[src/rtl/ttb_pkg.sv]
package ttb_pkg;

  // corner and result field widths
  localparam int IN_W  = 32;
  localparam int OUT_W = 16;

  // output fraction bits
  localparam int OUT_FRAC_BITS = 14;

  // differences of two corners, products of two differences
  localparam int DIFF_W = IN_W + 1;
  localparam int PROD_W = 2 * DIFF_W;

  // normalised magnitude, square sum and root
  localparam int NRM_W  = 30;
  localparam int MAG_W  = PROD_W - 1;
  localparam int SUM_W  = 2 * NRM_W + 2;
  localparam int ROOT_W = SUM_W / 2;

  // rounded dividend and quotient
  localparam int NUM_W = NRM_W + OUT_FRAC_BITS + 1;
  localparam int QUO_W = OUT_FRAC_BITS + 2;

  localparam logic [QUO_W-1:0] Q_SAT = QUO_W'(32767);

  typedef logic signed [IN_W-1:0]   in_word_t;
  typedef logic signed [OUT_W-1:0]  out_word_t;
  typedef logic signed [DIFF_W-1:0] diff_t;
  typedef logic signed [PROD_W-1:0] prod_t;

endpackage

[src/rtl/ttb_mul.sv]
module ttb_mul (
  input  logic           clk,
  input  ttb_pkg::diff_t op_a,
  input  ttb_pkg::diff_t op_b,
  output ttb_pkg::prod_t prod
);
  import ttb_pkg::*;

  prod_t prod_r;

  always_ff @(posedge clk) begin
    prod_r <= PROD_W'(op_a) * PROD_W'(op_b);
  end

  assign prod = prod_r;
endmodule

[config.mk]
export PLATFORM = sky130hd
export DESIGN_NAME = ttb_mul
export DESIGN_NICKNAME = d
export VERILOG_FILES = /design/src/rtl/ttb_pkg.sv /design/src/rtl/ttb_mul.sv
export SDC_FILE = /design/constraint.sdc
export NUM_CORES = 2
export LEC_CHECK = 0
export BUFFER_PORTS_ARGS = -buffer_cell sky130_fd_sc_hd__clkbuf_2
export CORE_MARGIN = 3
export CORE_UTILIZATION = 61
export CTS_CLUSTER_SIZE = 40
export DETAILED_ROUTE_END_ITERATION = 7
export GPL_ROUTABILITY_DRIVEN = 0
export PLACE_DENSITY = 0.88
export SLEW_MARGIN = 30
export SYNTH_ARGS = -nofsm -noshare
export SYNTH_HDL_FRONTEND = slang
export SYNTH_SLANG_ARGS = --single-unit
[constraint.sdc]
create_clock -name clk -period 8.5 [get_ports clk]
set_input_delay 0.425 -clock clk [delete_from_list [all_inputs] [get_ports clk]]
set_output_delay 0.425 -clock clk [all_outputs]
set_load 0.01 [all_outputs]
== After elaboration in Yosys (flattened, before gate mapping) ==
Index checks and enable logic that the tools add are counted.
Storage, ports and cells
  flip-flop bits (word level): 66
  bits of input ports: 67
  output and inout port bits: 66
  logic and storage cells: 2
Cells by class
  $mul: 1
Operators with widths (count)
  multiplier 33 x 33 -> 66 bit: 1

== Logic depth before layout (Yosys ltp) ==
  depth in word-level cells: 1
  gate-level depth with buffers: 27
  mapped depth without buffers: 26

== Least setup slack after synthesis ==
Ideal clock, no wire load.
  kind: input-to-reg
  from: in op_a[32]
  to: reg prod_r[62], in the netlist prod[62]
  setup time: 79 ps
  data arrival time: 7582 ps
  required time: 8421 ps
  slack: 839 ps
  stages: 23
  buffers on the path: 2
  cells stage by stage: clkbuf_1 -> nand2_1 -> inv_1 -> fa_1 -> fa_1 -> fa_1 -> fa_1 -> fa_1 -> fa_1 -> fa_1 -> inv_1 -> fa_1 -> inv_1 -> ha_1 -> clkbuf_1 -> and3_1 -> nand3_1 -> nand2b_1 -> a2111oi_4 -> a211oi_4 -> a21o_2 -> a21o_1 -> a211oi_2
Between the ends
  word-level cells in the longest chain between the ends: 1
Ends and longest elaborated chain
  from (decl): line ttb_mul.sv:3  | input ttb_pkg::diff_t op_a,
  multiplier 33 x 33 -> 66 bit: line ttb_mul.sv:12  | prod_r <= PROD_W'(op_a) * PROD_W'(op_b);
  to (signal assigned): line ttb_mul.sv:12
  to (decl): line ttb_mul.sv:9  | prod_t prod_r;
No other way between the ends.

== Final worst setup path ==
  from: in op_b[20]
  to: reg prod_r[58], in the netlist prod[58]
Between the ends
  word-level cells in the longest chain between the ends: 1
Ends and longest elaborated chain
  from (decl): line ttb_mul.sv:4  | input ttb_pkg::diff_t op_b,
  multiplier 33 x 33 -> 66 bit: line ttb_mul.sv:12
No other way between the ends.

==> metrics.txt <==
status=finished, violations left; failing checks=design-rule violations; top post-synthesis cells by area=fa_1, inv_1, and2_1; hold_ws=751 ps; Worst setup EP type=flip-flop; Post-synth EDFFs=0; synthesized flop and latch total=66; CTS Sinks=66; clk buf depth=2; Fmax=121 MHz; pin count of the biggest net entering global routing=34; minimum clock period=8270 ps; final setup vio count=0; leading area contributor after synthesis=fa_1; Ports=133; Post-Syn Area per Cell=9.39 um^2; gr ovfl total=0; adder-cell share of the synthesized area=62.9%; mapped cell area=40700 um^2; fill count=4764; Critical Path RT=8760 ps; Final Hold Fails=0; unrepaired setup endpoints after global routing=no; number of H-tree levels=3; Reg clk slew, reported paths=70 ps; Synth warnings=0; ANT nets after route=0; Synth Area in Compound Gates=4.07%; worst-path maximum fanout=25; Hold Path Depth=3; Seq/Total Area, Yosys=3.24%; Placed Cells=5202; die height=264 um; Yosys cell types=80; half-perimeter wire length after placement=91800 um; crit start category=input port; die area=69900 um^2; Area Growth Syn to Fin=4.73%; commonest non-fill, non-tap cell in the layout=fa_1; vias per cell=5.72; final cell count without fillers=5223; TritonCTS clock tree=done; initial antenna violation count=5; most frequent cells in the layout=fa_1, inv_1, and2_1, nand2_1, ha_1; final slew viol count=0; proportion of synthesized area in mux cells=0%; number of global-route vias before repair=34.3k; max-cap violations=0; remaining routing DRC violations=1; hold path start=op_b[0]; total track usage=33.0%; Routed WL per cell=20.8 um; number of flip-flops in the largest register=66; Hold EP=prod[1]; port bufs=132; CTS Hold Bufs=0; simple-gate area share of the yosys netlist=15.8%; Post-Syn Instances=4338; # nets final=5778; # rows=94; Final period util=97.3%; Post-Syn Nets=5767; CP Class=in -> reg; largest family of logic cells by synthesized area=adder cells; starting density of the core=61.7%; via count=29.9k; Post-synth ARST share=0%; first-pass GRT wire length=179000 um; layout cell share with drive strength beyond 1=6.32%; Inserted Clock Buffers=9; Tightest Pin Transition=924 ps; crit path DAT=8530 ps; CTS Root Cell=clkbuf_16; Die Wd=264 um; post-synthesis xor/xnor area fraction=1.46%; worst hold path class=in -> reg; Synth top area share=56.3%; Top FF cell, synth=dfxtp_1; DRT iter0 DRCs=2322; setup_tns=0 ps; final wirelength=109000 um; Core Region=66000 um^2; drt first pass iters=8; Slew headroom=38.4%
worst max path at each step:
| stage | start | end | slack [ps] | cells after the start |
|---|---|---|---|---|
| 6_report | op_b[20] | prod[58] | 230 | 24 |
| 5_1_grt | op_b[7] | prod[58] | 80 | 26 |
| 4_1_cts | op_b[20] | prod[58] | 430 | 24 |
| 3_5_place_dp | op_b[20] | prod[58] | 50 | 24 |
| 3_3_place_gp | op_b[20] | prod[58] | 230 | 24 |
| 2_1_floorplan | op_a[32] | prod[62] | 840 | 23 |
critical path, cell delays in order:
cell and delay (ps):
clkbuf_2 510, buf_4 310, nand2_1 80, fa_1 520
fa_1 560, inv_1 60, fa_1 480, fa_1 690
fa_1 510, fa_1 430, fa_1 520, inv_1 50
fa_1 470, inv_1 40, ha_1 340, a21oi_1 530
o21ai_0 440, a22oi_1 300, buf_4 190, nor2_1 70
a211oi_4 440, a21oi_2 160, nor4b_2 290, a311oi_1 70
area by class of cell:
cell class | instances | area (um^2) | share of cell area, %
diodes | 5 | 12.5 | 0.0293
clock buffers | 10 | 239 | 0.560
clock inverters | 6 | 90.1 | 0.211
inverters | 1131 | 4250 | 9.95
multi-input cells | 2920 | 34300 | 80.4
flip-flops and latches | 66 | 1320 | 3.10
well taps | 864 | 1080 | 2.53
repair buffers | 221 | 1350 | 3.17
metrics by stage:
| stage | utilization [%] | setup slack, ps | area (um^2) |
|---|---|---|---|
| 2_1_floorplan | - | 839 | 40700 |
| 3_3_place_gp | 64.1 | 234 | 42300 |
| 3_5_place_dp | 64.1 | 48.4 | 42300 |
| 4_1_cts | 64.6 | 430 | 42600 |
| 5_1_grt | 64.6 | 78.0 | 42700 |
| 6_report | 64.7 | 229 | 42700 |
synthesized netlist by cell type (4+ instances only):
cell         n
nor3_1       7
nand2b_1    12
o21ai_1      6
a211o_1      6
nor2_1      68
fa_1      1145
ha_1       217
a211oi_1     7
a21oi_1     57
nand2_1    551
and3_1       5
o21bai_1    11
o21a_1       6
o21ai_0     25
xnor2_1     43
nor2b_1      5
xor2_1      25
nand4_1     11
buf_2       11
a21o_1      36
o211ai_1     4
clkbuf_1   208
nand3_1     25
dfxtp_1     66
a31oi_1      8
and2_1     562
and4_1       5
inv_1     1131
cell families after synthesis:
| family | Yosys count |
|---|---|
| flip-flops | 66 |
| AO/OA/AOI/OAI | 219 |
| XOR/XNOR | 68 |
| adder cells (fa/ha/maj) | 1362 |
| buffers and inverters | 1352 |
| AND/OR/NAND/NOR | 1271 |
repair_timing:
item                       CTS  global route
setup endpoints to repair    0             1
gates resized for setup      0             1
setup buffers                0             0
per-layer routing:
| layer | part of all wire [%] | global-route usage (%) | vias to the layer above |
|---|---|---|---|
| li1 | - | - | 12300 |
| met1 | 32 | 38.1 | 15200 |
| met2 | 49 | 54.6 | 1753 |
| met3 | 9.8 | 7.96 | 598 |
| met4 | 8.5 | 23.1 | 2 |
| met5 | 0.017 | 0 | - |
Power is left out: the tool's default activity adds up to more than one toggle a clock period on the data nets, which glitch-free logic cannot reach.
