===== config.mk =====
export PLATFORM = sky130hd
export DESIGN_NAME = ttb_div
export DESIGN_NICKNAME = d
export VERILOG_FILES = /design/src/rtl/ttb_pkg.sv /design/src/rtl/ttb_div.sv
export SDC_FILE = /design/constraint.sdc
export NUM_CORES = 1
export LEC_CHECK = 0
export ABC_AREA = 1
export BUFFER_PORTS_ARGS = -buffer_cell sky130_fd_sc_hd__buf_2
export CAP_MARGIN = 20
export CORE_MARGIN = 4
export CORE_UTILIZATION = 55
export DETAILED_ROUTE_END_ITERATION = 10
export GPL_TIMING_DRIVEN = 0
export PLACE_DENSITY = 0.85
export SLEW_MARGIN = 15
export SYNTH_ARGS = -nofsm -noshare
export SYNTH_HDL_FRONTEND = slang
export SYNTH_SLANG_ARGS = --single-unit

===== constraint.sdc =====
create_clock -name clk -period 6.7 [get_ports clk]
set_input_delay 0.67 -clock clk [delete_from_list [all_inputs] [get_ports clk]]
set_output_delay 0.67 -clock clk [all_outputs]
set_load 0.005 [all_outputs]

===== src/rtl/ttb_pkg.sv =====
package ttb_pkg;

  // corner and result field widths
  localparam int IN_W  = 32;
  localparam int OUT_W = 16;

  // output fraction bits
  localparam int OUT_FRAC_BITS = 14;

  // differences of two corners, products of two differences
  localparam int DIFF_W = IN_W + 1;
  localparam int PROD_W = 2 * DIFF_W;

  // normalised magnitude, square sum and root
  localparam int NRM_W  = 30;
  localparam int MAG_W  = PROD_W - 1;
  localparam int SUM_W  = 2 * NRM_W + 2;
  localparam int ROOT_W = SUM_W / 2;

  // rounded dividend and quotient
  localparam int NUM_W = NRM_W + OUT_FRAC_BITS + 1;
  localparam int QUO_W = OUT_FRAC_BITS + 2;

  localparam logic [QUO_W-1:0] Q_SAT = QUO_W'(32767);

  typedef logic signed [IN_W-1:0]   in_word_t;
  typedef logic signed [OUT_W-1:0]  out_word_t;
  typedef logic signed [DIFF_W-1:0] diff_t;
  typedef logic signed [PROD_W-1:0] prod_t;

endpackage


===== src/rtl/ttb_div.sv =====
module ttb_div (
  input  logic                       clk,
  input  logic                       rst_n,
  input  logic                       start,
  input  logic [ttb_pkg::NUM_W-1:0]  dividend,
  input  logic [ttb_pkg::ROOT_W-1:0] divisor,
  output logic                       done,
  output logic [ttb_pkg::QUO_W-1:0]  quotient
);
  import ttb_pkg::*;

  localparam int REM_W = ROOT_W + 1;
  localparam int CNT_W = $clog2(QUO_W + 1);

  logic [REM_W-1:0]  rem_r;
  logic [QUO_W-1:0]  low_r;
  logic [QUO_W-1:0]  quo_r;
  logic [ROOT_W-1:0] dvs_r;
  logic [CNT_W-1:0]  cnt_r;
  logic              busy_r;
  logic              done_r;
  logic [REM_W-1:0]  shifted;

  // the upper dividend bits are known to lie below the divisor
  assign shifted = {rem_r[REM_W-2:0], low_r[QUO_W-1]};

  always_ff @(posedge clk) begin
    if (!rst_n) begin
      busy_r <= 1'b0;
      done_r <= 1'b0;
    end else begin
      done_r <= 1'b0;
      if (start) begin
        busy_r <= 1'b1;
        rem_r  <= REM_W'(dividend[NUM_W-1:QUO_W]);
        low_r  <= dividend[QUO_W-1:0];
        quo_r  <= '0;
        dvs_r  <= divisor;
        cnt_r  <= CNT_W'(QUO_W);
      end else if (busy_r) begin
        low_r <= {low_r[QUO_W-2:0], 1'b0};
        if (shifted >= REM_W'(dvs_r)) begin
          rem_r <= shifted - REM_W'(dvs_r);
          quo_r <= {quo_r[QUO_W-2:0], 1'b1};
        end else begin
          rem_r <= shifted;
          quo_r <= {quo_r[QUO_W-2:0], 1'b0};
        end
        cnt_r <= cnt_r - 1'b1;
        if (cnt_r == CNT_W'(1)) begin
          busy_r <= 1'b0;
          done_r <= 1'b1;
        end
      end
    end
  end

  assign done     = done_r;
  assign quotient = quo_r;
endmodule

# ---- Word-level counts from Yosys, hierarchy flattened
# Cells that the tools add are included.
dict set report totals {
  reg_bits 101
  output_inout_bits 17
  elab_cells 30
}
dict set report classes {
  magnitude_cmp 1
  mux 12
  eq_ne 1
  add_sub_neg 2
  n_bitwise 2
  n_reduce_logical 4
}
# op count
set op_table {}
lappend op_table {{two-way mux 31 bit} 2}
lappend op_table {{two-way mux 16 bit} 3}
lappend op_table {{>= comparator 32 x 31 -> 1 bit} 1}
lappend op_table {{subtractor 31 bit} 1}
lappend op_table {{two-way mux 29 bit} 1}
lappend op_table {{== test 5 x 1 -> 1 bit, second input constant} 1}
lappend op_table {{two-way mux 1 bit} 5}
lappend op_table {{two-way mux 5 bit} 1}
lappend op_table {{subtractor 5 x 1 -> 5 bit, second input constant} 1}
lappend op_table {{AND reduction 2 bit} 2}
lappend op_table {{OR reduction 3 bit} 1}
lappend op_table {{inverter 1 bit} 2}
lappend op_table {{nonzero test 2 bit} 1}

# ---- Logic depth before layout (Yosys ltp)
dict set report depth {
  ltp_word 4
  depth_mapped 17
  ltp_nobuf 16
}

# ---- Worst setup path after synthesis
# No wires, ideal clock.
dict set report synth_timing {
  path_type {in2reg}
  start {input start}
  end {register busy_r}
  stages 5
  setup_ns 0.074
  arrival_ns 4.744
  n_path_buf 1
  path_slack_ns 1.882
  path_cell_list {inv_1 -> clkbuf_1 -> a21oi_1 -> o21ai_0 -> inv_1}
}
dict set report synth_between {
  elab_chain_len 1
}
# item line_no
set synth_lines {}
lappend synth_lines {{start, declared} ttb_div.sv:4} ;# input logic start,
lappend synth_lines {{two-way mux 1 bit} ttb_div.sv:33} ;# if (start) begin
lappend synth_lines {{end signal, assigned} ttb_div.sv:29} ;# busy_r <= 1'b0;
lappend synth_lines {{end signal, assigned} ttb_div.sv:34} ;# busy_r <= 1'b1;
lappend synth_lines {{end signal, assigned} ttb_div.sv:51} ;# busy_r <= 1'b0;
lappend synth_lines {{end, declared} ttb_div.sv:20} ;# logic busy_r;
# Every way passes these cells.
# A chain may end at the register's enable or synchronous reset.

# ---- Worst setup path in the final report
dict set report layout_timing {
  start {register low_r[15]}
  end {register rem_r[26], data pin}
}
dict set report layout_between {
  elab_chain_len 4
}
# item line_no
set layout_lines {}
lappend layout_lines {{start, declared} ttb_div.sv:16} ;# logic [QUO_W-1:0] low_r;
lappend layout_lines {{start signal, assigned} ttb_div.sv:36} ;# low_r <= dividend[QUO_W-1:0];
lappend layout_lines {{start signal, assigned} ttb_div.sv:41} ;# low_r <= {low_r[QUO_W-2:0], 1'b0};
lappend layout_lines {{subtractor 31 bit / >= comparator 32 x 31 -> 1 bit (equally long branches)} {ttb_div.sv:43, ttb_div.sv:42}}
lappend layout_lines {{two-way mux 31 bit *} ttb_div.sv:42} ;# if (shifted >= REM_W'(dvs_r)) begin
lappend layout_lines {{two-way mux 31 bit *} ttb_div.sv:40} ;# end else if (busy_r) begin
lappend layout_lines {{two-way mux 29 bit *} ttb_div.sv:33}
lappend layout_lines {{end signal, assigned} ttb_div.sv:35} ;# rem_r <= REM_W'(dividend[NUM_W-1:QUO_W]);
lappend layout_lines {{end signal, assigned} ttb_div.sv:43} ;# rem_r <= shifted - REM_W'(dvs_r);
lappend layout_lines {{end signal, assigned} ttb_div.sv:46} ;# rem_r <= shifted;
lappend layout_lines {{end, declared} ttb_div.sv:15} ;# logic [REM_W-1:0] rem_r;
# Every way passes the cells marked *; elsewhere a longest branch is shown, timed or not. The select of a mux whose other input is x is not followed.

==> results.txt <==
Entering global routing, the biggest net connects 33 pins. In this run, synthesis inferred 99 flip-flops with an integrated enable. The detail route stage leaves a number of antenna-violating nets equal to 0. For the total congestion overflow after global routing, the log shows 0. The count of buffers added on input and output ports is 95.

After filler insertion, the fill cell instance count of the layout stands at 1,114. The final layout contains 1,156 nets. 0 antenna diodes ended up in the layout.

The initial standard-cell utilization of the core came out at 56.5%. Of the available clock period, the critical path in the final layout requires 38.8%. The net count of the mapped netlist was 1,047.

Buffers added to address setup during post-CTS repair amount to 0. STA puts the critical path data arrival time at 2.72 ns. In this run the tightest slew margin relative to its limit is 51.4%.

OpenSTA, run right after detailed placement, puts the worst setup slack at 4.13 ns. The root cell of the clock tree is sky130_fd_sc_hd__clkbuf_16. After detailed routing, the average wire length per cell comes to 14.2 microns.

The cell with the most instances on the worst path is sky130_fd_sc_hd__nand2_1. Setup violations remaining at the end of the flow were counted as 0. For this design the top-level I/O count stands at 96. The die covers 14,300 sq um.

The first global-routing pass estimated 28,200 microns of wire. The number of failing hold endpoints at the final stage is 0, and the share of layout cells above drive strength 1 is 13.7%. Setup repair after global routing left no endpoint under its margin. TritonCTS built the clock tree.

Once detailed placement completed, the half-perimeter wirelength came to 13,600 microns. The worst setup path is captured at a flip-flop. The congestion estimate from routability-driven global placement came to 0.965.

The logs give 34 for the number of unique standard cell types used by synthesis and 293 uV for the largest vdd supply drop. Number of buffers inserted for hold repair after clock tree synthesis: 0. The tools report the number of warnings issued by yosys as 0. The count of vias placed by the detailed router came out at 6,032.

The H-tree generated during clock tree synthesis spans 3 levels. Of all nets on the critical path, the largest fanout is 10. Post-synthesis sequential area ratio: 44.0%. In the synthesized netlist the dominant register cell turns out to be sky130_fd_sc_hd__edfxtp_1.

Cells fill 65.2% of the core in the end. The area of the mapped netlist came out at 6850 sq um. The first routing iteration left 484 violations. TritonCTS created 9 clock buffers. From synthesis to final layout, the design area changed by 15.4%. On the critical path, the stage with the largest delay is an instance of sky130_fd_sc_hd__fa_1. Each instance of the synthesized netlist takes up on average 7.33 sq um. The final design instance area without fill is 7900 sq um, and the count of maximum capacitance violations is 0. The clock insertion delay at the later pin of the skew report was 0.36 ns; the leakage power total was 4.16 nW.

After detailed routing, the number of remaining DRC violations is 0. The min-delay analysis places its worst path in the category input port to flip-flop. Power density of the placed cells: 231 nW/um^2.

STA classifies the critical path startpoint as a flip-flop. The proportion of register bits with asynchronous set or reset after synthesis came out at 0%. By startpoint and endpoint, the worst setup path is classified as flip-flop to flip-flop. Number of antenna violations at the first check in global routing: 0. Global routing used 25.1% of the available tracks across all layers. The tools report the required time at the worst-slack endpoint as 6.82 ns. The flow ran to the end, and the final reports show no timing, DRC or antenna violations. Worst setup skew after layout: 0.0163 ns. Traced cell by cell, the critical path runs through inv_1, ha_1, fa_1, inv_1, nand2_1, nand2_1, nand3_1, nand2_2, nand2_1, nand3_2, nand2_4, nand2_4, buf_4, nand3_1, nand2_1, nand2_1.

The number of resized instances in the post-cts repair step was 0; the via-per-instance ratio was 4.96. The clock-pin slew reported for the worst setup and hold paths after clock tree synthesis was 0.08 ns; the vertical die dimension was 120 microns. Adding up every negative setup slack in the final design gives 0 ns. The cell area after placement is 7620 sq um, and the site row count is 40. For the pin with the worst max-slew slack, the measured transition is 0.728 ns. The max-slew violation count was 0; the core footprint was 12,100 sq um. The run gives 5 as the iteration count of the initial detailed-routing pass. From left edge to right edge, the die measures 120 microns.

CTS saw 101 sinks. The run gives 5,997 as the via count of the first global-routing pass. The final critical-path required period works out to 2.60 ns. Wires add up to 17,200 microns. Setup slack on the critical path of the routed design comes to 4.10 ns. Counting every instance in the synthesized netlist gives 934. The flip-flop and latch count after synthesis works out to 101. The total power draw came out at 1.82 mW.

The achievable frequency is 385 MHz, and the maximum single-stage delay on the critical path is 0.42 ns. The longest clock path from root to sink contains 2 buffers.
logic make-up (layout without fill, tap and decap cells):
logic type	Yosys count	count (layout)	synth area share [%]
adder cells (fa/ha/maj)	34	34	6.32
buffers and inverters	191	304	10.8
AND/OR/NAND/NOR	567	567	34.8
AO/OA/AOI/OAI	25	25	2.01
flip-flops	101	101	44.0
XOR/XNOR	16	16	2.05
routing by layer:
metal	GRT usage, %	up-vias	routed length [microns]
met1	32.0	2691	7500
li1	-	3102	-
met4	7.02	0	398
met2	42.2	206	8070
met3	6.60	33	1230
met5	0	-	0
sequential cells by signal, indices dropped and copies added (netlist names):
signal,count
rem_r,31
done,1
busy_r,1
cnt_r,5
quotient,16
low_r,16
dvs_r,31
cell type report:
| class | count | area [sq um] | area share (%) |
|---|---|---|---|
| buffer | 18 | 88.8 | 1.13 |
| clock buffer | 9 | 225 | 2.85 |
| clock inverter | 6 | 46.3 | 0.586 |
| inverter | 173 | 649 | 8.22 |
| multi-input combinational | 642 | 3110 | 39.3 |
| sequential | 101 | 3010 | 38.2 |
| tap | 168 | 210 | 2.66 |
| timing repair buffer | 98 | 558 | 7.07 |
critical path, delay by kind of cell (launching register included):
family,cells,cell delay (ns)
DFF,1,0.33
buffers and inverters,3,0.41
and+or+nand+nor,11,0.98
adders and majority gates,2,0.64
cells in the mapped netlist (6+ instances only):
| master | n | share of area [%] |
|---|---|---|
| sky130_fd_sc_hd__and2_1 | 6 | 0.55 |
| sky130_fd_sc_hd__inv_1 | 168 | 9.2 |
| sky130_fd_sc_hd__nand4_1 | 8 | 0.73 |
| sky130_fd_sc_hd__nand3_1 | 57 | 4.2 |
| sky130_fd_sc_hd__a21oi_1 | 15 | 1.1 |
| sky130_fd_sc_hd__nor2_1 | 64 | 3.5 |
| sky130_fd_sc_hd__nand3b_1 | 17 | 1.9 |
| sky130_fd_sc_hd__nand2_1 | 394 | 22 |
| sky130_fd_sc_hd__xnor2_1 | 14 | 1.8 |
| sky130_fd_sc_hd__ha_1 | 33 | 6.0 |
| sky130_fd_sc_hd__edfxtp_1 | 99 | 43 |
| sky130_fd_sc_hd__clkbuf_1 | 9 | 0.49 |
power breakdown:
group / internal, mW / switching [mW]
Sequential: 0.758 / 0.0208
Clock: 0.254 / 0.244
Combinational: 0.200 / 0.347
worst paths after layout:
path / start / end / slack (ns) / cells past startpoint
setup reg to reg: low_r[15] / rem_r[26] / 4.10 / 16
setup / recovery: low_r[15] / rem_r[26] / 4.10 / 16
hold / removal: divisor[6] / dvs_r[6] / 0.48 / 1
hold reg to reg: low_r[2] / low_r[3] / 0.52 / 2
cells in the final DEF, fill, tap and decap left out, types with 2 or more instances in the layout:
| master | n |
|---|---|
| sky130_fd_sc_hd__nand3_1 | 57 |
| sky130_fd_sc_hd__nand2_1 | 394 |
| sky130_fd_sc_hd__o21ai_0 | 4 |
| sky130_fd_sc_hd__buf_2 | 97 |
| sky130_fd_sc_hd__nand3b_1 | 17 |
| sky130_fd_sc_hd__inv_6 | 3 |
| sky130_fd_sc_hd__o21ai_1 | 2 |
| sky130_fd_sc_hd__inv_1 | 167 |
| sky130_fd_sc_hd__nor2_1 | 64 |
| sky130_fd_sc_hd__xor2_1 | 2 |
| sky130_fd_sc_hd__dfxtp_1 | 2 |
| sky130_fd_sc_hd__nand2_2 | 4 |
| sky130_fd_sc_hd__nand2_4 | 3 |
| sky130_fd_sc_hd__clkbuf_1 | 9 |
| sky130_fd_sc_hd__ha_1 | 33 |
| sky130_fd_sc_hd__and2_1 | 6 |
| sky130_fd_sc_hd__nor3_1 | 4 |
| sky130_fd_sc_hd__xnor2_1 | 14 |
| sky130_fd_sc_hd__buf_4 | 3 |
| sky130_fd_sc_hd__buf_1 | 3 |
| sky130_fd_sc_hd__a21oi_1 | 14 |
| sky130_fd_sc_hd__nand4_1 | 8 |
| sky130_fd_sc_hd__a21oi_2 | 2 |
| sky130_fd_sc_hd__edfxtp_1 | 99 |
| sky130_fd_sc_hd__nor2_2 | 5 |
| sky130_fd_sc_hd__buf_16 | 3 |
| sky130_fd_sc_hd__clkbuf_16 | 9 |
| sky130_fd_sc_hd__inv_2 | 6 |
per-stage QoR:
step	std cells	hold WS, ns
after global routing	1215	0.464
after detailed placement	1200	0.502
after global placement	1197	0.450
after floorplan	934	0.422
final	1215	0.476
after CTS	1215	0.469
Note: power is estimated with default switching activity, not from simulation.
