$ cat config.mk
export PLATFORM = sky130hd
export DESIGN_NAME = ttb_isqrt
export DESIGN_NICKNAME = d
export VERILOG_FILES = /design/src/rtl/ttb_pkg.sv /design/src/rtl/ttb_isqrt.sv
export SDC_FILE = /design/constraint.sdc
export NUM_CORES = 1
export LEC_CHECK = 0
export BUFFER_PORTS_ARGS = -buffer_cell sky130_fd_sc_hd__buf_2
export CAP_MARGIN = 30
export CORE_MARGIN = 2
export CORE_UTILIZATION = 63
export CTS_CLUSTER_DIAMETER = 40
export DETAILED_ROUTE_END_ITERATION = 10
export PLACE_DENSITY = 0.86
export SYNTH_ARGS = -nofsm -noshare
export SYNTH_HDL_FRONTEND = slang
export SYNTH_SLANG_ARGS = --single-unit
$ cat constraint.sdc
create_clock -name clk -period 10.5 [get_ports clk]
set_clock_uncertainty 0.05 [all_clocks]
set_input_delay 0.525 -clock clk [delete_from_list [all_inputs] [get_ports clk]]
set_output_delay 0.525 -clock clk [all_outputs]
set_load 0.01 [all_outputs]
$ cat src/rtl/ttb_pkg.sv
package ttb_pkg;

  // corner and result field widths
  localparam int IN_W  = 32;
  localparam int OUT_W = 16;

  // output fraction bits
  localparam int OUT_FRAC_BITS = 14;

  // differences of two corners, products of two differences
  localparam int DIFF_W = IN_W + 1;
  localparam int PROD_W = 2 * DIFF_W;

  // normalised magnitude, square sum and root
  localparam int NRM_W  = 30;
  localparam int MAG_W  = PROD_W - 1;
  localparam int SUM_W  = 2 * NRM_W + 2;
  localparam int ROOT_W = SUM_W / 2;

  // rounded dividend and quotient
  localparam int NUM_W = NRM_W + OUT_FRAC_BITS + 1;
  localparam int QUO_W = OUT_FRAC_BITS + 2;

  localparam logic [QUO_W-1:0] Q_SAT = QUO_W'(32767);

  typedef logic signed [IN_W-1:0]   in_word_t;
  typedef logic signed [OUT_W-1:0]  out_word_t;
  typedef logic signed [DIFF_W-1:0] diff_t;
  typedef logic signed [PROD_W-1:0] prod_t;

endpackage

$ cat src/rtl/ttb_isqrt.sv
module ttb_isqrt (
  input  logic                        clk,
  input  logic                        rst_n,
  input  logic                        start,
  input  logic [ttb_pkg::SUM_W-1:0]   radicand,
  output logic                        done,
  output logic [ttb_pkg::ROOT_W-1:0]  root
);
  import ttb_pkg::*;

  localparam int REM_W = ROOT_W + 4;
  localparam int CNT_W = $clog2(ROOT_W + 1);

  logic [SUM_W-1:0]  src_r;
  logic [REM_W-1:0]  rem_r;
  logic [ROOT_W-1:0] root_r;
  logic [CNT_W-1:0]  cnt_r;
  logic              busy_r;
  logic              done_r;
  logic [REM_W-1:0]  shifted;
  logic [REM_W-1:0]  trial;

  // one result bit per cycle, two radicand bits brought down
  assign shifted = {rem_r[REM_W-3:0], src_r[SUM_W-1 -: 2]};
  assign trial   = {2'b00, root_r, 2'b01};

  always_ff @(posedge clk) begin
    if (!rst_n) begin
      busy_r <= 1'b0;
      done_r <= 1'b0;
    end else begin
      done_r <= 1'b0;
      if (start) begin
        busy_r <= 1'b1;
        src_r  <= radicand;
        rem_r  <= '0;
        root_r <= '0;
        cnt_r  <= CNT_W'(ROOT_W);
      end else if (busy_r) begin
        src_r <= {src_r[SUM_W-3:0], 2'b00};
        if (shifted >= trial) begin
          rem_r  <= shifted - trial;
          root_r <= {root_r[ROOT_W-2:0], 1'b1};
        end else begin
          rem_r  <= shifted;
          root_r <= {root_r[ROOT_W-2:0], 1'b0};
        end
        cnt_r <= cnt_r - 1'b1;
        if (cnt_r == CNT_W'(1)) begin
          busy_r <= 1'b0;
          done_r <= 1'b1;
        end
      end
    end
  end

  assign done = done_r;
  assign root = root_r;
endmodule

Word level (Yosys, flattened, before mapping)
Cells that the tools add are included.
{ "totals": {"output_inout_bits": 32, "word_cells": 26, "reg_bits": 133, "in_bits": 65} }
{ "op_classes": {"n_lt_le_gt_ge": 1, "n_bitwise": 2, "addsub": 2, "eq_ne": 1, "n_reduce_logical": 3, "n_mux": 11} }
{ "ops": {"columns": ["operator", "count"], "rows": [
  ["2-to-1 mux 62 bit", 2],
  ["2-to-1 mux 33 bit", 2],
  ["greater-or-equal comparator 35 x 33 -> 1 bit", 1],
  ["subtractor 33 bit", 1],
  ["2-to-1 mux 31 bit", 1],
  ["equality test 5 x 1 -> 1 bit (second input constant)", 1],
  ["2-to-1 mux 1 bit", 5],
  ["2-to-1 mux 5 bit", 1],
  ["subtractor 5 x 1 -> 5 bit (second input constant)", 1],
  ["OR reduction 3 bit", 1],
  ["inverter 1 bit", 2],
  ["AND reduction 2 bit", 1],
  ["nonzero test 2 bit", 1]
]} }

Logic depth before layout (Yosys ltp)
Gate-level depths: netlist (run 1).
{ "depth": {"ltp_word": 4, "depth_mapped": 13, "depth_no_buf": 11} }

Worst setup path after synthesis (run 1)
No wires, ideal clock.
{ "synth_timing": {"kind": "input to register", "start": "in start", "end": "reg cnt_r[0], enable pin", "path_buffers": 2, "t_required_ns": 9.948, "cell_stages": 3, "path_slack_ns": 5.906, "setup_ns": 0.502, "t_arrival_ns": 4.042, "cell_sequence": "clkbuf_1 -> clkbuf_1 -> o21a_1"} }
{ "synth_between": {"elab_chain_len": 2} }
{ "synth_rtl": {"columns": ["item", "line", "text"], "rows": [
  ["start: declaration", "ttb_isqrt.sv:4", "input logic start,"],
  ["nonzero test 2 bit (no line)", null, null],
  ["AND reduction 2 bit (no line)", null, null],
  ["end signal: assignment", "ttb_isqrt.sv:38", "cnt_r <= CNT_W'(ROOT_W);"],
  ["end signal: assignment", "ttb_isqrt.sv:48", "cnt_r <= cnt_r - 1'b1;"],
  ["end: declaration", "ttb_isqrt.sv:17", "logic [CNT_W-1:0] cnt_r;"]
]} }
No other way between the ends.
A chain may end at the register's enable or synchronous reset.

Final worst setup path (run 1)
{ "layout_timing": {"start": "reg root_r[0], in the netlist root[0]", "end": "reg rem_r[25], data pin"} }
{ "layout_between": {"elab_chain_len": 3, "elab_cells_between_ends": 4, "classes_between": "1 x add/sub; 1 x order compare; 2 x mux"} }
{ "layout_rtl": {"columns": ["item", "line", "text"], "rows": [
  ["start: declaration", "ttb_isqrt.sv:16", "logic [ROOT_W-1:0] root_r;"],
  ["start signal: assignment", "ttb_isqrt.sv:43", "root_r <= {root_r[ROOT_W-2:0], 1'b1};"],
  ["start signal: assignment", "ttb_isqrt.sv:46", "root_r <= {root_r[ROOT_W-2:0], 1'b0};"],
  ["subtractor 33 bit / greater-or-equal comparator 35 x 33 -> 1 bit (equally long branches)", "ttb_isqrt.sv:42, ttb_isqrt.sv:41", null],
  ["2-to-1 mux 33 bit (*)", "ttb_isqrt.sv:41", "if (shifted >= trial) begin"],
  ["2-to-1 mux 33 bit (*)", "ttb_isqrt.sv:39", "end else if (busy_r) begin"],
  ["end signal: assignment", "ttb_isqrt.sv:42", "rem_r <= shifted - trial;"],
  ["end signal: assignment", "ttb_isqrt.sv:45", "rem_r <= shifted;"],
  ["end: declaration", "ttb_isqrt.sv:15", "logic [REM_W-1:0] rem_r;"]
]} }
Mark *: on every way between the ends. The rest lies on a longest branch, timed or not. The select of a mux whose other input is x is not followed.

==> results.txt, run 1 <==
status - complete, no violations
max_cap viols - 0
H-tree depth - 4
clk_lat worst skew - 420 ps
flops & latches, synth - 133
CP max stage delay - 520 ps
Crit Path Class - register to register
Slew @ Worst Pin - 592.2 ps
YS warnings - 0
mapped cell area - 0.007357 sq mm
Final Critical Period - 3717 ps
final routed DRC violation total - 0
DP HPWL - 10.43 mm
Setup Buffers After CTS - 0
CTS buffer count - 17
RePlAce Congestion - 0.9556
pwr/cell area - 184.6 mW/mm^2
placed cells - 843
largest delay contributor family on the critical path - compound AO/OA/AOI/OAI gates
crit-path max FO - 24
I/O pin total - 97
Final Setup Violations - 0
GRT Util Overall - 0.2602
Clock Pin Slew Worst Setup and Hold Paths - 60 ps
period utilization - 0.3540
area grow syn2layout - 16.24%
largest net degree at the start of global routing - 88
Seq/Total Area, Yosys - 0.5401
Avg WL per Cell - 18.11 microns
CTS Hold Bufs - 0
Synth cell types - 51
cell mode on critical path - o211ai_1
final-report hold violation count - 0
DRT Pass-1 Iters - 7
Main synth FF type - edfxtp_1
Final Power - 1.579 mW
Buf/Inv on CP - 2
initial DRC count - 457
CORE AREA - 0.01142 sq mm
post-CTS sizing - 0
Nets - 819
Routed Antenna Nets - 0
CP endpoint kind - register
antenna violations before repair - 0
critical path required time - 10610 ps
share of layout cells above drive strength 1 - 0.2664
Max Buffers Root-to-Sink - 2
Clock Root Buffer - clkbuf_16
ys async rst share - 0
CTS tree - done
die area - 0.01256 sq mm
Peak VDD IR - 0.0002272 V
Slew Limit Fails - 0
Seq. cell area - 0.003974 sq mm
Max transition margin - 0.6043
number of synthesized flops with an enable pin - 131
port buffer count - 96
crit path launch type - register
slowest CP cell - a21oi_4
Sink Count - 133
leakage power - 3.419 nW
total wire length - 15.85 mm
Vias/cell - 5.917
setup TNS - 0 ps
RSZ-0062 raised after global routing - false
syn nets - 728
multi-input combinational cell area - 0.003090 sq mm
Fmax achieved - 269.1 MHz
via count - 5177
pre-CTS WS - 6836 ps
Die H - 112.1 microns
number of global-route vias before repair - 5382
syn_area_per_cell - 11.72 sq um
gr ovfl total - 0
crit path cell chain - inv_1 -> ha_1 -> o211ai_1 -> o211ai_1 -> and2_4 -> a211o_2 -> a31oi_4 -> o31ai_2 -> a21oi_4 -> buf_4 -> or2_2 -> o21ai_0
Die W - 112.1 microns
Site Rows - 39
Final Instance Count excl. Fillers - 875
Initial Utilization - 0.6443
Final WS setup - 6783 ps
Syn Inst Count - 628
post-layout util - 0.7490
first-pass GRT wire length - 25.75 mm
Worst Hold Class - primary input to register
antenna cells - 0
Fillers - 749
Worst EP arrival - 3830 ps
[routing by layer]
| metal | GRT usage | part of all wire | vias up |
|---|---|---|---|
| met5 | 0 | 0 | - |
| met4 | 0.09593 | 0.026 | 0 |
| met3 | 0.09287 | 0.070 | 40 |
| met2 | 0.4295 | 0.49 | 218 |
| met1 | 0.3185 | 0.41 | 2448 |
| li1 | - | - | 2471 |
[placed cells by master (no fill, tap or decap), types with 4 or more instances in the layout]
cell type | Yosys | layout
a21o_1 | 8 | 8
mux2_2 | 60 | 60
a21oi_1 | 38 | 38
xnor2_1 | 21 | 21
mux2i_1 | 23 | 23
nand2_1 | 26 | 26
ha_1 | 35 | 35
inv_1 | 45 | 45
buf_2 | 0 | 95
clkbuf_16 | 0 | 17
nand4_1 | 7 | 7
nor2b_1 | 5 | 5
o21a_1 | 12 | 11
nand3_1 | 8 | 8
and3_1 | 4 | 4
xor2_1 | 9 | 9
nand3b_1 | 5 | 5
o211ai_1 | 4 | 4
clkbuf_1 | 24 | 6
o21bai_1 | 6 | 6
nor3_1 | 9 | 9
edfxtp_1 | 131 | 131
nor2_1 | 79 | 79
a31oi_1 | 5 | 5
buf_4 | 0 | 4
o21ai_0 | 21 | 21
nand2b_1 | 5 | 5
[path summary, 6_finish.rpt]
| check | start | end | slack (ps) | cells past startpoint |
|---|---|---|---|---|
| max | root[0]$_SDFFCE_PP0P_ | rem_r[25]$_SDFFCE_PP0P_ | 6780 | 12 |
| min | rst_n | done$_SDFF_PP0_ | 340 | 2 |
| max reg2reg | root[0]$_SDFFCE_PP0P_ | rem_r[25]$_SDFFCE_PP0P_ | 6780 | 12 |
| min reg2reg | busy_r$_SDFF_PN0_ | done$_SDFF_PP0_ | 470 | 1 |
[power breakdown]
part / total (mW) / switching [mW] / internal [mW]
Clock: 0.596 / 0.224 / 0.373
Combinational: 0.325 / 0.186 / 0.139
Sequential: 0.658 / 0.0188 / 0.639
Total: 1.58 / 0.429 / 1.15
[cells by family (layout without fill, tap and decap cells)]
| family | count (synthesis) | after routing | synth area share |
|---|---|---|---|
| AOI/OAI and AO/OA | 115 | 115 | 0.1032 |
| xor gates and xnor gates | 30 | 30 | 0.03572 |
| muxes | 83 | 83 | 0.1231 |
| buffers and inverters | 74 | 178 | 0.04082 |
| DFF | 133 | 133 | 0.5401 |
| and+or+nand+nor | 158 | 158 | 0.09745 |
| adders and majority gates | 35 | 35 | 0.05952 |
[state kept, by name, summed over array words and instances, names as in the netlist]
register  cells
busy_r        1
cnt_r         5
done          1
rem_r        33
root         31
src_r        62
[per-stage QoR]
stage / hold WS [ps] / area (sq um)
after floorplan: 404.1 / 7357
after global placement: 432.4 / 7918
after detailed placement: 452.8 / 7973
after CTS: 325.6 / 8552
after global routing: 330.1 / 8552
final: 337.2 / 8552
[final cells by class]
type,count,area share
clock inverter,9,0.01536
tap,143,0.02092
sequential,133,0.4647
clock buffer,23,0.05238
timing repair buffer,101,0.06555
multi-input combinational,421,0.3614
inverter,45,0.01975
[cell usage after synthesis, types with 12 or more instances]
library cell,n,area share
inv_1,45,0.023
nand2_1,26,0.013
o21a_1,12,0.012
xnor2_1,21,0.025
ha_1,35,0.060
o21ai_0,21,0.014
edfxtp_1,131,0.53
a21oi_1,38,0.026
clkbuf_1,24,0.012
mux2i_1,23,0.031
mux2_2,60,0.092
nor2_1,79,0.040
Note: power is estimated with default switching activity, not from simulation.
==> inputs of run 2 (changes only) <==
- ABC_AREA: unset -> 1
- CORE_UTILIZATION: 63 -> 54
- PLACE_DENSITY: 0.86 -> 0.78
- clock period: 10.5 -> 3.05 ns (I/O delays scaled with it)
==> results.txt, run 2 <==
GRT Util Overall - 0.2732 (+0.01305)
antenna cells - 0 (unchanged)
sw frac - 0.2993 (+0.02753)
Top reg by flops - src_r
Top Usage Layer GRT - met2
CTS tree - done
RSZ-0062 raised after global routing - false
sequential share of power - 0.388 (-0.028)
Psw - 1.733 mW (+300%)
hold path startpoint - start
area grow syn2layout - 23.65%
antenna violations before repair - 0 (unchanged)
Max Buffers Root-to-Sink - 2 (unchanged)
pwr/cell area - 562.4 mW/mm^2 (+200%)
DP HPWL - 13.74 mm (+32%)
Final Setup Violations - 0 (unchanged)
Slew Limit Fails - 0 (unchanged)
Main synth FF type - edfxtp_1
die area - 0.01643 sq mm (+31%)
post-CTS sizing - 0 (unchanged)
final routed DRC violation total - 0 (unchanged)
CTS buffer count - 17 (unchanged)
leakage power - 5.196 nW (+52%)
Die W - 128.2 microns (+14%)
commonest non-fill, non-tap cell in the layout - nand2_1
most frequent cells in the layout - nand2_1 (461), nor2_1 (152), inv_1 (143), edfxtp_1 (131), buf_2 (95)
H-tree depth - 4 (unchanged)
max_cap viols - 0 (unchanged)
Avg WL per Cell - 14.85 microns (-18%)
crit-path max FO - 19 (-21%)
CORE AREA - 0.01515 sq mm (+33%)
total wire length - 21.64 mm (+37%)
Vias/cell - 5.140 (-13%)
Synth cell types - 38 (-25%)
number of global-route vias before repair - 7325 (+36%)
first-pass GRT wire length - 34.82 mm (+35%)
most numerous cell in the Yosys netlist - nand2_1
Clock Root Buffer - clkbuf_16
Commonest cells post-synth - nand2_1 (461), nor2_1 (152), inv_1 (143), edfxtp_1 (131), ha_1 (35)
post-synth top area share - 0.4724 (-0.06234)
Routed Antenna Nets - 0 (unchanged)
Crit Path Class - register to register
post-layout util - 0.6799 (-0.06908)
Fmax achieved - 394.7 MHz (+47%)
RePlAce Congestion - 1.010 (+5.7%)
Syn Inst Count - 1099 (+75%)
Die H - 128.2 microns (+14%)
clk_lat worst skew - 430 ps (about the same)
Seq/Total Area, Yosys - 0.4772 (-0.06297)
grt met2 use - 0.4687 (+0.03922)
Reg-to-Reg Start - rem_r[19]$_SDFFCE_PP0P_
via count - 7489 (+45%)
Int Pwr - 4.058 mW (+250%)
largest net degree at the start of global routing - 98 (+11%)
share of layout cells above drive strength 1 - 0.1292 (-0.1372)
ys async rst share - 0 (unchanged)
Site Rows - 45 (+15%)
flops & latches, synth - 133 (unchanged)
port buffer count - 96 (unchanged)
DRT Pass-1 Iters - 5 (-2)
final-report hold violation count - 0 (unchanged)
cell taking the most area after synthesis - edfxtp_1
clock power share - 0.388 (+0.010)
Setup crit start - rem_r[19]$_SDFFCE_PP0P_
Initial Utilization - 0.5499 (-0.09446)
Clock Pin Slew Worst Setup and Hold Paths - 60 ps (about the same)
met3 usage - 0.05092 (-0.04195)
period utilization - 0.8307 (+0.4768)
mapped cell area - 0.008328 sq mm (+13%)
Worst Hold Class - primary input to register
Final Critical Period - 2534 ps (-1183 ps)
met1 usage - 0.3372 (+0.01871)
YS warnings - 0 (unchanged)
max FFs per register - 62 (unchanged)
Peak VDD IR - 0.0003966 V (+75%)
WHS - 271.6 ps (-65.52 ps)
I/O pin total - 97 (unchanged)
syn_area_per_cell - 7.578 sq um (-35%)
Nets - 1356 (+66%)
critical path required time - 3180 ps (-7430 ps)
status - complete, no violations
Slew @ Worst Pin - 985.8 ps (+393.6 ps)
gr ovfl total - 0 (unchanged)
number of synthesized flops with an enable pin - 131 (unchanged)
Sink Count - 133 (unchanged)
CP endpoint kind - register
crit path launch type - register
initial DRC count - 618 (+35%)
Comb power frac - 0.224 (+0.018)
Max transition margin - 0.3428 (-0.2615)
Area contributors post-synth - edfxtp_1 (47%), nand2_1 (21%), nor2_1 (6.9%)
syn nets - 1199 (+65%)
Worst EP arrival - 2670 ps (-1160 ps)
==> run 2: changes by cell type in the layout (fill, tap and decap cells not counted), sizes merged, moves of 20 or more <==
cell	previous run	this run
dlygate4sd3	0	63
nand3b	5	26
inv	45	157
nor2	79	161
nand2	26	466
xnor2	21	1
mux2	60	0
mux2i	23	0
==> run 2: metal layers <==
layer	vias to the layer above	wire, microns
met5	-	0
met3	55	1173
met2	267	10590
li1	3740	-
met4	0	677
met1	3427	9193
==> run 2: power groups by stage <==
stage | Combinational [mW] | Clock [mW] | Sequential [mW]
after floorplan | 0.887 | 0 | 2.28
after global placement | 1.19 | 0 | 2.27
after detailed placement | 1.20 | 0 | 2.28
after CTS | 1.27 | 2.26 | 2.24
after global routing | 1.47 | 2.34 | 2.26
final | 1.30 | 2.25 | 2.25
==> run 2: cells by family after synthesis <==
kind of cell	Yosys count	share of synthesized area
and+or+nand+nor	698	0.3451
DFF	133	0.4772
AOI/OAI and AO/OA	36	0.02314
xor gates and xnor gates	16	0.01683
buffers and inverters	181	0.08518
adders and majority gates	35	0.05258
==> run 2: cell type report <==
cell class	count	area, sq um
clock buffer	17	425.4
timing repair buffer	168	1219
fill	1175	4848
multi-input combinational	785	3656
tap	188	235.2
sequential	133	3974
inverter	151	571.8
clock inverter	15	216.5
==> run 2: repair_timing <==
| action | 4_1_cts | 5_1_grt |
|---|---|---|
| hold endpoints to repair | 63 | 0 |
| hold buffers | 63 | 0 |
| buffers inserted | 0 | 0 |
==> run 2: final timing paths <==
check	to	slack, ps	depth (start not counted)
hold / removal	rem_r[29]$_SDFFCE_PP0P_	270	3
setup / recovery	rem_r[26]$_SDFFCE_PP0P_	520	11
setup reg to reg	rem_r[26]$_SDFFCE_PP0P_	520	11
hold reg to reg	src_r[16]$_DFFE_PP_	470	2
==> run 2: per-stage QoR <==
step / instances / TNS [ps] / instance area (sq um) / setup slack [ps] / total power [mW]
global route: 1457 / 0 / 10300 / 269.5 / 6.063
global placement: 1362 / 0 / 9025 / 573.6 / 3.465
detailed placement: 1362 / 0 / 9025 / 540.9 / 3.480
finish: 1457 / 0 / 10300 / 516.3 / 5.791
CTS: 1457 / 0 / 10300 / 509.5 / 5.776
floorplan: 1099 / -8954 / 8376 / -76.67 / 3.171
==> run 2: critical path, cell delays in order, from the launching register on <==
cell and delay [ps]:
edfxtp_1 400, ha_1 400, nand2_2 120, nor2_2 190, nand2_1 130, nor3_2 270, nand2_4 90, nand2_4 210
buf_4 220, nand2_1 60, nor2_1 80, nor2_1 50
